[src/design/afr_pkg.sv]
package afr_pkg;

    localparam logic [7:0] START_DELIM = 8'h7E;
    localparam logic [7:0] GOOD_SUM    = 8'hFF;
    localparam int         NUM_STORED  = 7;

    typedef enum logic [4:0] {
        PH_HUNT   = 5'b00001,
        PH_LEN_HI = 5'b00010,
        PH_LEN_LO = 5'b00100,
        PH_DATA   = 5'b01000,
        PH_CSUM   = 5'b10000
    } phase_t;

    typedef struct packed {
        logic                             frame_good;
        logic [7:0]                       length_low;
        logic [NUM_STORED-1:0][7:0]       bytes;
    } result_t;

endpackage

[src/design/afr_parser.sv]
module afr_parser (
    input  logic             clk,
    input  logic             rst_n,
    input  logic             beat,
    input  logic [7:0]       rx_byte,
    output logic             csum_phase,
    output logic             res_load,
    output afr_pkg::result_t res
);
    import afr_pkg::*;

    phase_t                     phase_reg, phase_next;
    logic [7:0]                 cnt_reg, cnt_next;
    logic [7:0]                 len_reg, len_next;
    logic [7:0]                 sum_reg, sum_next;
    logic [NUM_STORED-1:0][7:0] bytes_reg, bytes_next;
    logic [2:0]                 idx;

    assign idx = 3'(cnt_reg - 8'd1);

    always_comb
    begin
        phase_next = phase_reg;
        cnt_next   = cnt_reg;
        len_next   = len_reg;
        sum_next   = sum_reg;
        bytes_next = bytes_reg;
        case (phase_reg)
            PH_LEN_HI:
            begin
                phase_next = PH_LEN_LO;
            end
            PH_LEN_LO:
            begin
                len_next   = rx_byte;
                phase_next = PH_DATA;
            end
            PH_DATA:
            begin
                if (cnt_reg inside {[8'd1:8'd7]})
                begin
                    bytes_next[idx] = rx_byte;
                    sum_next        = sum_reg + rx_byte;
                end
                if (cnt_reg >= len_reg)
                    phase_next = PH_CSUM;
                if (cnt_reg != 8'hFF)
                    cnt_next = cnt_reg + 8'd1;
            end
            PH_CSUM:
            begin
                phase_next = PH_HUNT;
            end
            default:
            begin
                if (rx_byte == START_DELIM)
                begin
                    bytes_next = '0;
                    sum_next   = 8'd0;
                    len_next   = 8'd0;
                    cnt_next   = 8'd1;
                    phase_next = PH_LEN_HI;
                end
                else
                begin
                    phase_next = PH_HUNT;
                end
            end
        endcase
    end

    always_ff @(posedge clk or negedge rst_n)
    begin
        if (!rst_n)
        begin
            phase_reg <= PH_HUNT;
            cnt_reg   <= 8'd1;
            len_reg   <= 8'd0;
            sum_reg   <= 8'd0;
            bytes_reg <= '0;
        end
        else if (beat)
        begin
            phase_reg <= phase_next;
            cnt_reg   <= cnt_next;
            len_reg   <= len_next;
            sum_reg   <= sum_next;
            bytes_reg <= bytes_next;
        end
    end

    assign csum_phase     = (phase_reg == PH_CSUM);
    assign res_load       = beat && csum_phase;
    assign res.frame_good = ((sum_reg + rx_byte) == GOOD_SUM);
    assign res.length_low = len_reg;
    assign res.bytes      = bytes_reg;

endmodule

[src/design/afr_out_reg.sv]
module afr_out_reg (
    input  logic             clk,
    input  logic             rst_n,
    input  logic             load,
    input  afr_pkg::result_t res,
    input  logic             out_ready,
    output logic             out_valid,
    output afr_pkg::result_t out_res
);
    import afr_pkg::*;

    logic    valid_reg;
    result_t res_reg;

    always_ff @(posedge clk or negedge rst_n)
    begin
        if (!rst_n)
            valid_reg <= 1'b0;
        else if (load)
            valid_reg <= 1'b1;
        else if (out_ready)
            valid_reg <= 1'b0;
    end

    always_ff @(posedge clk)
    begin
        if (load)
            res_reg <= res;
    end

    assign out_valid = valid_reg;
    assign out_res   = res_reg;

endmodule

[src/design/api_frame_receiver_core.sv]
// Serial API frame receiver. Takes one received byte per beat on rx_byte and
// emits one result beat per frame (delimiter, two length bytes, data, checksum)
// when its checksum byte arrives; data bytes past the seventh are counted only.
// A byte is taken every cycle unless in_ready drops, which happens only when the
// checksum byte is presented while the previous result waits in the output
// register; the result appears on out_valid the cycle after the checksum beat.
module api_frame_receiver_core (
    input  logic       clk,
    input  logic       rst_n,
    input  logic       in_valid,
    output logic       in_ready,
    input  logic [7:0] rx_byte,
    output logic       out_valid,
    input  logic       out_ready,
    output logic       frame_good,
    output logic [7:0] length_low,
    output logic [7:0] api_id,
    output logic [7:0] data_one,
    output logic [7:0] data_two,
    output logic [7:0] data_three,
    output logic [7:0] data_four,
    output logic [7:0] data_five,
    output logic [7:0] data_six
);
    import afr_pkg::*;

    logic       beat;
    logic       csum_phase;
    logic       res_load;
    result_t    res;
    result_t    out_res;

    assign in_ready = !(csum_phase && out_valid && !out_ready);
    assign beat     = in_valid && in_ready;

    afr_parser u_parser (
        .clk        (clk),
        .rst_n      (rst_n),
        .beat       (beat),
        .rx_byte    (rx_byte),
        .csum_phase (csum_phase),
        .res_load   (res_load),
        .res        (res)
    );

    afr_out_reg u_out (
        .clk       (clk),
        .rst_n     (rst_n),
        .load      (res_load),
        .res       (res),
        .out_ready (out_ready),
        .out_valid (out_valid),
        .out_res   (out_res)
    );

    assign frame_good = out_res.frame_good;
    assign length_low = out_res.length_low;
    assign api_id     = out_res.bytes[0];
    assign data_one   = out_res.bytes[1];
    assign data_two   = out_res.bytes[2];
    assign data_three = out_res.bytes[3];
    assign data_four  = out_res.bytes[4];
    assign data_five  = out_res.bytes[5];
    assign data_six   = out_res.bytes[6];

endmodule

[config.mk]
export PLATFORM = sky130hd
export DESIGN_NAME = api_frame_receiver_core
export DESIGN_NICKNAME = d
export VERILOG_FILES = /design/src/design/afr_pkg.sv /design/src/design/afr_parser.sv /design/src/design/afr_out_reg.sv /design/src/design/api_frame_receiver_core.sv
export SDC_FILE = /design/constraint.sdc
export NUM_CORES = 1
export LEC_CHECK = 0
export ABC_CLOCK_PERIOD_IN_PS = 3900
export BUFFER_PORTS_ARGS = -buffer_cell sky130_fd_sc_hd__buf_2
export CORE_AREA = 2 2 148 92
export CTS_CLUSTER_DIAMETER = 30
export DETAILED_ROUTE_END_ITERATION = 16
export DIE_AREA = 0 0 150 94
export GPL_TIMING_DRIVEN = 0
export PLACE_DENSITY_LB_ADDON = 0.1
export SLEW_MARGIN = 25
export SYNTH_ARGS = -nofsm -noshare
export SYNTH_HDL_FRONTEND = slang
export SYNTH_SLANG_ARGS = --single-unit
[constraint.sdc]
create_clock -name clk -period 3.9 [get_ports clk]
set_clock_uncertainty 0.1 [all_clocks]
set_input_delay 0.39 -clock clk [delete_from_list [all_inputs] [get_ports clk]]
set_output_delay 0.39 -clock clk [all_outputs]
set_load 0.02 [all_outputs]
## Word level (Yosys, flattened, before mapping)

Index checks and enable logic that the tools add are counted.

- Add/subtract/negate cells: 3
- $lt $le $gt $ge: 5
- Eq/ne operators: 10
- Muxes and demuxes: 18
- Bitwise operators: 2
- Reductions and logical operators: 17

Operator list:

| cell | number |
|---|---|
| 56-bit 2-to-1 mux | 2 |
| 56-bit case mux with 2 select lines | 1 |
| 56-bit bitwise mux | 1 |
| 8-bit case mux with 2 select lines | 3 |
| 8-bit 2-to-1 mux | 5 |
| 8-bit demux with 3-bit select | 1 |
| 5-bit case mux with 4 select lines | 1 |
| 8-bit by 1-bit adder with 8-bit output, second input constant | 1 |
| 8-bit adder | 1 |
| 8-bit by 7-bit equality test with 1-bit output, second input constant | 1 |
| 8-bit equality test, second input constant | 1 |
| 8-bit by 1-bit greater-or-equal comparator with 1-bit output, second input constant | 1 |
| 8-bit greater-or-equal comparator | 1 |
| 8-bit by 3-bit less-or-equal comparator with 1-bit output, second input constant | 1 |
| 8-bit != test, second input constant | 1 |
| 4-bit AND reduction | 2 |
| 1-bit logical AND | 6 |
| 2-bit by 1-bit != test with 1-bit output, second input constant | 3 |
| 2-bit nonzero test | 3 |
| 3-bit OR reduction | 2 |
| 5-bit by 2-bit equality test with 1-bit output, second input constant | 1 |
| 5-bit by 3-bit equality test with 1-bit output, second input constant | 1 |
| 5-bit by 4-bit equality test with 1-bit output, second input constant | 1 |
| 5-bit equality test, second input constant | 1 |
| other kinds (10) | 13 |

- Flip-flop bits (word level): 151

## Logic depth before layout (Yosys ltp)

Gate-level depths: netlist of the first run.

- Word-level depth: 8
- Gate-level depth with buffers: 9

## By module

A second synthesis of the first run with hierarchy kept.

- Cell total of the unflattened synthesis: 478
- Area total of the unflattened synthesis: 6361.1 sq um

Modules (own cells, without submodules):

| module | instances | cells each | area each (sq um) | seq. area each (sq um) |
|---|---|---|---|---|
| afr_parser | 1 | 408 | 4346.7 | 2129.5 |
| afr_out_reg | 1 | 68 | 1988.2 | 1976.9 |
| api_frame_receiver_core | 1 | 2 | 26.3 | 0.0 |

## Worst setup path before layout of the first run

OpenSTA, ideal clock, no wires.

- Path type: reg-to-reg
- Start point: register u_parser.phase_reg[1]
- End point: register u_out.res_reg (netlist bit u_out.out_res[0]), enable pin
- Setup time: 0.431 ns
- Arrival: 2.812 ns
- Required time: 3.369 ns
- Slack: 0.558 ns
- Cell stages (with the launch flop): 5
- Clock period less this slack: 3.342 ns
- Path through: dfrtp_1 buf_2 or4b_1 nor2_1 and3_1

- Word-level cells in the longest chain between the ends: 6

RTL lines:

| what | line | RTL |
|---|---|---|
| from (decl) | afr_parser.sv:12 | `phase_t phase_reg, phase_next;` |
| from (signal assigned) | afr_parser.sv:84 | `phase_reg <= phase_next;` |
| 5-bit equality test (*) | afr_parser.sv:92 | `assign csum_phase = (phase_reg == PH_CSUM);` |
| 1-bit logical AND (2 in series) | api_frame_receiver_core.sv:33 | `assign in_ready = !(csum_phase && out_valid && !out_ready);` |
| 1-bit logical NOT | api_frame_receiver_core.sv:33 |  |
| 1-bit logical AND | api_frame_receiver_core.sv:34 | `assign beat = in_valid && in_ready;` |
| 1-bit logical AND (*) | afr_parser.sv:93 | `assign res_load = beat && csum_phase;` |
| via res_load | api_frame_receiver_core.sv:29 | `logic res_load;` |
| to (signal assigned) | afr_out_reg.sv:28 | `res_reg <= res;` |
| to (decl) | afr_out_reg.sv:13 | `result_t res_reg;` |

Mark *: on every way through the listed nets, which the timed path passes. The rest lies on a longest branch.
A chain may end at the register's enable or synchronous reset.

## Final worst setup path of the first run

- Start point: register u_parser.cnt_reg[0]
- End point: register u_parser.bytes_reg (netlist bit u_parser.res[20])

- Word-level cells in the longest chain between the ends: 8

RTL lines:

| what | line | RTL |
|---|---|---|
| from (decl) | afr_parser.sv:13 | `logic [7:0] cnt_reg, cnt_next;` |
| from (signal assigned) | afr_parser.sv:85 | `cnt_reg <= cnt_next;` |
| 3-bit by 1-bit subtractor with 3-bit output | afr_parser.sv:19 | `assign idx = 3'(cnt_reg - 8'd1);` |
| 3-bit by 4-bit < comparator with 1-bit output (implied by the code) / 3-bit by 1-bit greater-or-equal comparator with 1-bit output (equally long branches) | afr_parser.sv:42 | `bytes_next[idx] = rx_byte;` |
| 1-bit logical AND (implied by the code) | afr_parser.sv:42 |  |
| 8-bit 2-to-1 mux (implied by the code) | afr_parser.sv:42 |  |
| 8-bit demux with 3-bit select | n/a |  |
| 56-bit bitwise mux | afr_parser.sv:42 |  |
| 56-bit 2-to-1 mux | afr_parser.sv:40 | `if (cnt_reg inside {[8'd1:8'd7]})` |
| 56-bit case mux with 2 select lines | afr_parser.sv:28 | `case (phase_reg)` |
| to (signal assigned) | afr_parser.sv:88 | `bytes_reg <= bytes_next;` |
| to (decl) | afr_parser.sv:16 | `logic [NUM_STORED-1:0][7:0] bytes_reg, bytes_next;` |

Parallel ways exist; a longest one is shown, timed or not. The select of a mux whose other input is x is not followed.

==> run_results.csv, run 1 <==
group,metric,value,unit
routing,ant_nets,0,
worst_hold_path,hold_path_depth,3,
clock_tree,ctsHtreeMaxLevel,4,
worst_setup_path,crit_start,"u_parser.cnt_reg[0]",
logic_synthesis,synthDistinctLibCells,63,
clock_tree,post-cts-setup-buffers,0,
worst_setup_path,slowest_stage,"dfstp_2",
pwr,p_clk_share,44.3,%
logic_synthesis,netlist_instances,431,
sta,slew_headroom,39.72,%
clock_tree,clk_latency,420,ps
cells_and_area,nNetsFinal,561,
pwr,p_sw_share,24.26,%
grt,grt_usage,20.57,%
logic_synthesis,synth_top_family_by_area,"compound AO/OA/AOI/OAI gates",
worst_setup_path,crit_type,"register to register",
run,maxCapViolCount,0,
die,coreArea,12650,µm²
logic_synthesis,synth_adder_area_share,3.927,%
place,gp_congestion,0.8185,
pwr,power.switching,836.1,µW
die,initial_core_util,49.36,%
worst_setup_path,cp.depth,8,
routing,drt_pass1_iterations,4,
logic_synthesis,ys_ff_latch,151,
worst_setup_path,start_kind,"register",
routing,vias,4025,
sta,clock.fmax,0.3562,GHz
sta,setup_violations,0,
place,dp_cells,680,
sta,hold_ws,267.9,ps
die,io_pins,79,
sta,tightest_slew,901.2,ps
cells_and_area,mostFrequentLayoutCells,"buf_2, dfrtp_1, a22o_1",
worst_setup_path,worstPathArrival,3060,ps
die,die_w,150,µm
routing,wl,13590,µm
sta,hold_viol,0,
clock_tree,cts_tree,"built",
clock_tree,cts_root_buf,"clkbuf_16",
worst_setup_path,crit_chain,"inv_1, ha_1, nor3b_1, or4_4, or2_1, buf_6, nor3_4, a22o_1",
worst_setup_path,cp_top_family,"simple AND/OR/NAND/NOR gates",
routing,avgViaCountPerCell,5.645,
clock_tree,path_clk_slew,60,ps
grt,grt_pass1_vias,3818,
logic_synthesis,postSynth.asyncResetShare,56.95,%
routing,wire_per_inst,19.06,µm
cells_and_area,final_cell_count_no_fill,713,
grt,gr-total-overflow,0,
grt,grt_max_degree,55,
place,dp_hpwl,9000,µm
cells_and_area,largest_register_ffs,65,
logic_synthesis,synth_edf_count,65,
sta,period_needed,2807,ps
pwr,internal-power,2.611,mW
clock_tree,cts_inserted_buffers,17,
pwr,leakagePower,3.349,nW
pwr,power_density,461.1,nW/µm²
logic_synthesis,avgSynthCellArea,14.49,µm²
die,rows,32,
pwr,power,3.447,mW
logic_synthesis,synth-xor-area-share,1.903,%
worst_setup_path,max_stage_delay,600,ps
logic_synthesis,syn-num-nets,462,
sta,post-route-period-util,71.98,%
grt,grt_pass1_wl,21320,µm
logic_synthesis,ys.flop_type,"dfrtp_1",
cells_and_area,antenna_cells,0,
sta,finalMaxSlewViolations,0,
logic_synthesis,synth_compound_area_share,15.85,%
worst_setup_path,ff2ff_path_depth,8,
clock_tree,clockBufferDepth,2,
pwr,seq_power_share,49.2,%
logic_synthesis,yosysSeqAreaShare,65.76,%
worst_hold_path,holdCritPathClass,"input pin to register",
routing,drt_iter0_drc,263,
logic_synthesis,synth_mux_area_share,1.042,%
sta,rsz0062_at_grt,"false",
cells_and_area,drive_gt1_share,26.52,%
grt,antenna_found_initial,0,
logic_synthesis,syn_area,6245,µm²
run_status,status,"finished, final reports clean",
worst_setup_path,worstPathMaxFanout,8,
logic_synthesis,yosys.area_share.simple,8.836,%
routing,drcViolationCount,0,
pwr,peakVddDrop,0.3105,mV
worst_hold_path,worstHoldStart,"out_ready",
die,dieArea,14100,µm²
die,die_h,94,µm
clock_tree,cts_sinks,151,
worst_setup_path,reg2reg_from,"u_parser.cnt_reg[0]",
cells_and_area,areaGrowthSynthToFinish,19.70,%
cells_and_area,final_common_cell,"buf_2",
pwr,combPwrFrac,6.4,%
place,port_buffers,77,
worst_setup_path,crit_required,4160,ps
worst_setup_path,endpoint_kind,"register",
worst_setup_path,worst-path-buf-inv,2,
logic_synthesis,ys_warn_count,0,
[kinds of logic after synthesis]
kind of cell | after synthesis
DFF | 151
AOI/OAI and AO/OA | 126
and+or+nand+nor | 79
buffers and inverters | 38
adders and majority gates | 19
xor gates and xnor gates | 12
muxes | 6
[synthesized netlist by cell type, types with 3 or more instances]
cell	count	area, µm²
or4_1	4	30.03
or3_1	4	25.02
o31ai_1	4	30.03
edfxtp_1	65	1952
a21oi_1	8	40.04
buf_2	13	65.06
o21ai_1	4	20.02
nand3_1	5	25.02
inv_1	13	48.80
xor2_1	5	43.79
a22o_1	71	621.9
mux2_1	4	45.04
a21o_1	3	22.52
a211oi_1	3	22.52
o21ai_0	10	50.05
nor3_1	3	15.01
a22oi_1	5	37.54
o21bai_1	4	30.03
nand2b_1	8	50.05
and3_1	3	18.77
nand2_1	12	45.04
dfrtp_1	84	2102
ha_1	18	225.2
nor2_1	10	37.54
nor3_4	6	97.59
xnor2_1	6	52.55
clkbuf_1	10	37.54
[power groups by stage]
stage	Combinational, mW	Clock, mW	Sequential (mW)
global placement	0.210	0	1.73
global route	0.248	1.62	1.70
finish	0.222	1.53	1.70
floorplan	0.151	0	1.72
CTS	0.223	1.55	1.70
detailed placement	0.220	0	1.73
[worst register-to-register path, delay by kind of cell (launching register included)]
kind / cells / cell delay (ps)
compound gates: 1 / 210
fa+ha+maj: 1 / 260
buf+inv: 2 / 290
flops: 1 / 600
simple gates: 4 / 1310
[path summary, 6_finish.rpt]
check | endpoint | slack [ps]
setup / recovery | u_parser.res[20] | 1090
hold / removal | u_out.out_valid | 270
setup reg to reg | u_parser.res[20] | 1090
hold reg to reg | u_out.out_res[37] | 340
max in group asynchronous | u_parser.phase_reg[0] | 2720
min in group asynchronous | u_parser.res[18] | 340
[repair_timing]
action	4_1_cts	5_1_grt
resized for setup	0	0
hold buffers	1	0
endpoints found under the hold margin	41	0
[layout make-up]
class,count,area [µm²]
repair buffers,80,456.7
inverters,13,48.80
plain buffers,25,118.9
flip-flops and latches,151,4106
clock buffers,19,442.9
multi-input cells,242,1976
fillers,1026,5177
clock inverters,13,112.6
well taps,170,212.7
[routing by layer]
| layer | global-route usage, % | wire (µm) | part of all wire [%] | up-vias |
|---|---|---|---|---|
| met5 | 0 | 0 | 0 | - |
| met4 | 7.469 | 146 | 1.1 | 0 |
| met3 | 5.291 | 1057 | 7.8 | 12 |
| met2 | 25.95 | 5397 | 40 | 149 |
| met1 | 33.32 | 6988 | 51 | 2007 |
| li1 | - | - | - | 1857 |
[per-stage QoR]
stage,util [%],TNS (ps),setup WS [ps],area [µm²]
finish,59.08,0,1093,7475
CTS,59.08,0,1097,7475
floorplan,-,0,557.6,6245
detailed placement,54.61,0,989.3,6909
global placement,54.08,-10530,-166.4,6843
global route,59.08,0,955.0,7475
Note: power is estimated with default switching activity, not from simulation.
==> run 2, diff against run 1 <==
--- a/config.mk
+++ b/config.mk
@@ -5,7 +5,7 @@
 export SDC_FILE = /design/constraint.sdc
 export NUM_CORES = 1
 export LEC_CHECK = 0
-export ABC_CLOCK_PERIOD_IN_PS = 3900
+export ABC_CLOCK_PERIOD_IN_PS = 2900
 export BUFFER_PORTS_ARGS = -buffer_cell sky130_fd_sc_hd__buf_2
 export CORE_AREA = 2 2 148 92
 export CTS_CLUSTER_DIAMETER = 30
==> constraint.sdc (replaced) <==
create_clock -name clk -period 2.9 [get_ports clk]
set_clock_uncertainty 0.1 [all_clocks]
set_input_delay 0.29 -clock clk [delete_from_list [all_inputs] [get_ports clk]]
set_output_delay 0.29 -clock clk [all_outputs]
set_load 0.02 [all_outputs]
==> run_results.csv, run 2 (same netlist as run 1, synthesis figures left out) <==
group,metric,value,unit
routing,wl,13870,µm
clock_tree,cts_sinks,151,
run,maxCapViolCount,0,
worst_setup_path,reg2reg_from,"u_parser.cnt_reg[0]",
die,coreArea,12650,µm²
cells_and_area,drive_gt1_share,27.42,%
pwr,leakagePower,3.414,nW
routing,avgViaCountPerCell,5.569,
cells_and_area,multi_input_area,1993,µm²
pwr,peakVddDrop,0.3814,mV
worst_setup_path,worst-path-buf-inv,2,
sta,slew_headroom,39.32,%
sta,post-route-period-util,95.91,%
cells_and_area,mostFrequentLayoutCells,"buf_2, dfrtp_1, a22o_1",
sta,clock.fmax,0.3595,GHz
grt,grt_max_degree,63,
sta,finalMaxSlewViolations,0,
worst_hold_path,min_to,"u_out.out_valid",
routing,drt_pass1_iterations,4,
cells_and_area,largest_register_ffs,65,
place,dp_hpwl,8915,µm
grt,grt_usage,21.03,%
clock_tree,ctsHtreeMaxLevel,4,
worst_setup_path,crit_type,"register to register",
clock_tree,cts_tree,"built",
die,io_pins,79,
clock_tree,path_clk_slew,60,ps
cells_and_area,nNetsFinal,565,
routing,route.met2.wl,5930,µm
die,die_h,94,µm
routing,ant_nets,0,
worst_setup_path,crit_required,3150,ps
cells_and_area,fill_cells,1041,
cells_and_area,antenna_cells,0,
worst_setup_path,ff2ff_path_depth,8,
routing,wire_per_inst,19.35,µm
pwr,power,4.927,mW
worst_setup_path,endpoint_kind,"register",
pwr,power_density,648.8,nW/µm²
sta,setup_violations,0,
worst_setup_path,worstPathArrival,3030,ps
worst_hold_path,hold_path_depth,3,
cells_and_area,areaGrowthSynthToFinish,21.60,%
die,initial_core_util,49.36,%
routing,drt_iter0_drc,202,
place,place_area,6902,µm²
sta,hold_viol,0,
sta,rsz0062_at_grt,"false",
worst_setup_path,crit_start,"u_parser.cnt_reg[0]",
die,rows,32,
worst_hold_path,worstHoldStart,"out_ready",
worst_hold_path,holdCritPathClass,"input pin to register",
routing,drcViolationCount,0,
worst_setup_path,rrSetupSlack,120,ps
clock_tree,cts_inserted_buffers,17,
worst_setup_path,worstPathMaxFanout,8,
cells_and_area,final_area,7594,µm²
clock_tree,cts_root_buf,"clkbuf_16",
worst_setup_path,crit_chain,"inv_1, ha_1, nor3b_2, or4_4, or2_1, buf_6, nor3_4, a22o_1",
grt,grt_pass1_wl,21780,µm
sta,tightest_slew,907.1,ps
grt,grt_pass1_vias,3863,
die,dieArea,14100,µm²
grt,antenna_found_initial,0,
routing,routed-wl-met3,853,µm
routing,top_layer,"met4",
sta,fin_setup_tns,0,ps
worst_setup_path,max_stage_delay,600,ps
place,port_buffers,77,
clock_tree,clk_latency,410,ps
place,gp_congestion,0.8045,
cells_and_area,final_common_cell,"buf_2",
routing,vias,3993,
run_status,status,"finished, final reports clean",
cells_and_area,seq_area,4106,µm²
cells_and_area,final_util,60.02,%
worst_setup_path,start_kind,"register",
clock_tree,clockBufferDepth,2,
worst_setup_path,slowest_stage,"dfstp_2",
worst_setup_path,worstReg2RegEnd,"u_parser.res[15]",
grt,gr-total-overflow,0,
worst_setup_path,cp_top_family,"simple AND/OR/NAND/NOR gates",
die,die_w,150,µm
routing,wl_met1,7031,µm
sta,period_needed,2781,ps
-- run 2: changes by cell type in the layout (fill, tap and decap cells not counted), moves of 2 or more --
cell and change:
clkinvlp_4 -2, buf_4 +6, inv_8 -2, bufinv_16 +4
-- run 2: stage by stage --
stage                     cells  setup slack, ps  hold WS [ps]
after floorplan             431            276.0        -105.6
after global placement      678           -154.5         334.7
after detailed placement    680            121.1         74.08
after CTS                   713            80.94         142.6
after global routing        717            6.118         202.3
final                       717            118.6         157.1
-- run 2: final cells by class --
type | instances | area share [%]
sequential | 151 | 54.08
clock inverter | 13 | 2.570
inverter | 13 | 0.6426
multi-input combinational | 242 | 26.25
tap | 170 | 2.801
buffer | 24 | 1.549
timing repair buffer | 85 | 6.410
clock buffer | 19 | 5.701
-- run 2: worst reg2reg max path, delay by kind of cell (launching register included) --
family          cells  cell delay, ps
simple gates        4            1270
flops               1             600
buf+inv             2             280
fa+ha+maj           1             270
compound gates      1             190
-- run 2: timing repair --
| action | in CTS | in global routing |
|---|---|---|
| endpoints found under the setup margin | 0 | 43 |
| endpoints found under the hold margin | 84 | 0 |
| gates resized for setup | 0 | 5 |
| buffers inserted | 0 | 5 |
| hold buffers | 1 | 0 |
-- run 2: how the worst max path moves through the flow --
stage | cells after the start | end | slack, ps
6_report | 8 | u_parser.res[15] | 120
5_1_grt | 8 | u_parser.res[10] | 6
4_1_cts | 8 | u_parser.res[30] | 80
3_5_place_dp | 8 | u_parser.res[25] | 120
3_3_place_gp | 4 | u_out.out_res[13] | -150
2_1_floorplan | 4 | u_out.out_res[0] | 280
-- run 2: per-layer routing --
layer | vias up | track usage (%)
met5 | - | 0
met4 | 0 | 6.211
met3 | 6 | 6.117
met2 | 108 | 29.19
met1 | 2011 | 31.99
li1 | 1868 | -
-- run 2: where the power goes --
group	total, mW	switching [mW]	internal [mW]
combinational	0.306	0.191	0.114
clock	2.34	0.884	1.45
sequential	2.28	0.0257	2.26
total	4.93	1.10	3.83
==> run 3, diff against run 2 <==
--- a/config.mk
+++ b/config.mk
@@ -7,10 +7,10 @@
 export LEC_CHECK = 0
 export ABC_CLOCK_PERIOD_IN_PS = 2900
 export BUFFER_PORTS_ARGS = -buffer_cell sky130_fd_sc_hd__buf_2
-export CORE_AREA = 2 2 148 92
+export CORE_AREA = 5 5 151 95
 export CTS_CLUSTER_DIAMETER = 30
 export DETAILED_ROUTE_END_ITERATION = 16
-export DIE_AREA = 0 0 150 94
+export DIE_AREA = 0 0 156 100
 export GPL_TIMING_DRIVEN = 0
 export PLACE_DENSITY_LB_ADDON = 0.1
 export SLEW_MARGIN = 25
==> run_results.csv, run 3 (same netlist as run 1, synthesis figures left out) <==
group,metric,value,unit
clock_tree,path_clk_slew,60,ps
run,maxCapViolCount,0,
grt,antenna_found_initial,0,
routing,vias,3929,
sta,rsz0062_at_grt,"true",
cells_and_area,mostFrequentLayoutCells,"buf_2, dfrtp_1, a22o_1",
sta,finalMaxSlewViolations,0,
pwr,power,4.732,mW
cells_and_area,areaGrowthSynthToFinish,20.14,%
grt,grt_pass1_vias,3999,
worst_setup_path,start_kind,"register",
clock_tree,ctsHtreeMaxLevel,4,
cells_and_area,fill_cells,1022,
worst_setup_path,crit_type,"register to register",
routing,drcViolationCount,0,
die,coreArea,12690,µm²
clock_tree,cts_root_buf,"clkbuf_16",
sta,slew_headroom,37.66,%
cells_and_area,final_util,59.11,%
grt,grt_usage,18.73,%
worst_hold_path,holdCritPathClass,"input pin to asynchronous set/reset pin",
sta,fin_setup_tns,0,ps
place,dp_hpwl,9270,µm
clock_tree,post-cts-setup-buffers,0,
sta,period_needed,2778,ps
sta,hold_ws,152.3,ps
routing,wire_per_inst,19.32,µm
sta,clock.fmax,0.3600,GHz
cells_and_area,antenna_cells,0,
worst_setup_path,endpoint_kind,"register",
worst_setup_path,crit_required,3150,ps
cells_and_area,final_area,7502,µm²
place,port_buffers,77,
place,preCtsSetupSlack,104.8,ps
die,dieArea,15600,µm²
routing,avgViaCountPerCell,5.511,
cells_and_area,multi_input_area,1981,µm²
pwr,power_density,630.8,nW/µm²
sta,post-route-period-util,95.79,%
clock_tree,clk_latency,410,ps
cells_and_area,final_cell_count_no_fill,713,
place,dp_cells,680,
clock_tree,cts_inserted_buffers,17,
worst_setup_path,worstPathArrival,3030,ps
pwr,peakVddDrop,0.4049,mV
sta,setup_slack,122.2,ps
die,initial_core_util,49.20,%
die,rows,32,
routing,wl,13780,µm
grt,gr-total-overflow,0,
clock_tree,cts_sinks,151,
cells_and_area,drive_gt1_share,26.15,%
place,place_area,6909,µm²
routing,ant_nets,0,
cells_and_area,largest_register_ffs,65,
sta,setup_violations,0,
cells_and_area,nNetsFinal,561,
run_status,status,"finished, final reports clean",
die,io_pins,79,
sta,tightest_slew,932.0,ps
cells_and_area,final_common_cell,"buf_2",
clock_tree,clockBufferDepth,2,
worst_setup_path,crit_start,"u_parser.cnt_reg[0]",
worst_setup_path,reg2reg_from,"u_parser.cnt_reg[0]",
pwr,leakagePower,3.352,nW
die,die_h,100,µm
routing,drt_pass1_iterations,4,
clock_tree,cts_tree,"built",
grt,grt_max_degree,77,
place,gp_congestion,0.8689,
die,die_w,156,µm
sta,hold_viol,0,
grt,grt_pass1_wl,22270,µm
worst_setup_path,worstPathMaxFanout,8,
cells_and_area,seq_area,4106,µm²
routing,drt_iter0_drc,244,
[run 3: cell types whose count changed in the layout (fill, tap and decap cells not counted), sizes merged]
cell      change
inv           +2
buf           -5
clkinvlp      +3
clkinv        -3
bufinv        -2
clkbuf        +1
[run 3: timing repair]
| item | CTS | global route |
|---|---|---|
| resized for setup | 0 | 3 |
| endpoints found under the setup margin | 0 | 13 |
| hold endpoints to repair | 84 | 0 |
| hold buffers | 1 | 0 |
[run 3: where the power goes]
part           total (mW)  switching [mW]  internal, mW  leakage [nW]
clock                2.15           0.877          1.28         0.270
combinational       0.298           0.187         0.111          1.25
sequential           2.28          0.0249          2.26          1.84
total                4.73            1.09          3.64          3.35
[run 3: path summary, 6_finish.rpt]
| check | depth (start not counted) | end | slack [ps] |
|---|---|---|---|
| min | 2 | u_parser.res[36] | 150 |
| min in group clk | 3 | u_out.out_valid | 160 |
| max reg2reg | 8 | u_parser.res[9] | 120 |
| max | 8 | u_parser.res[9] | 120 |
| min reg2reg | 0 | u_out.out_res[1] | 350 |
| max in group asynchronous | 3 | u_parser.phase_reg[0] | 1920 |
[run 3: area by class of cell]
class                           instances  share of cell area [%]
Multi-Input combinational cell        242                   26.40
Timing Repair Buffer                   80                   6.087
Clock buffer                           19                   5.771
Sequential cell                       151                   54.74
Tap cell                              170                   2.835
Buffer                                 25                   1.618
Clock inverter                         13                   1.901
Inverter                               13                  0.6504
[run 3: metal layers]
layer	GRT usage, %	vias to the layer above	share of wire (%)
met2	24.81	120	41
met4	5.380	0	0.52
met3	5.601	10	7.5
li1	-	1860	-
met5	0	-	0
met1	29.54	1939	51
[run 3: worst max-delay path, stage by stage (launching register included)]
cell	delay [ps]
dfstp_2	600
inv_1	120
ha_1	260
nor3b_1	170
or4_4	490
or2_1	250
buf_6	170
nor3_4	350
a22o_1	200
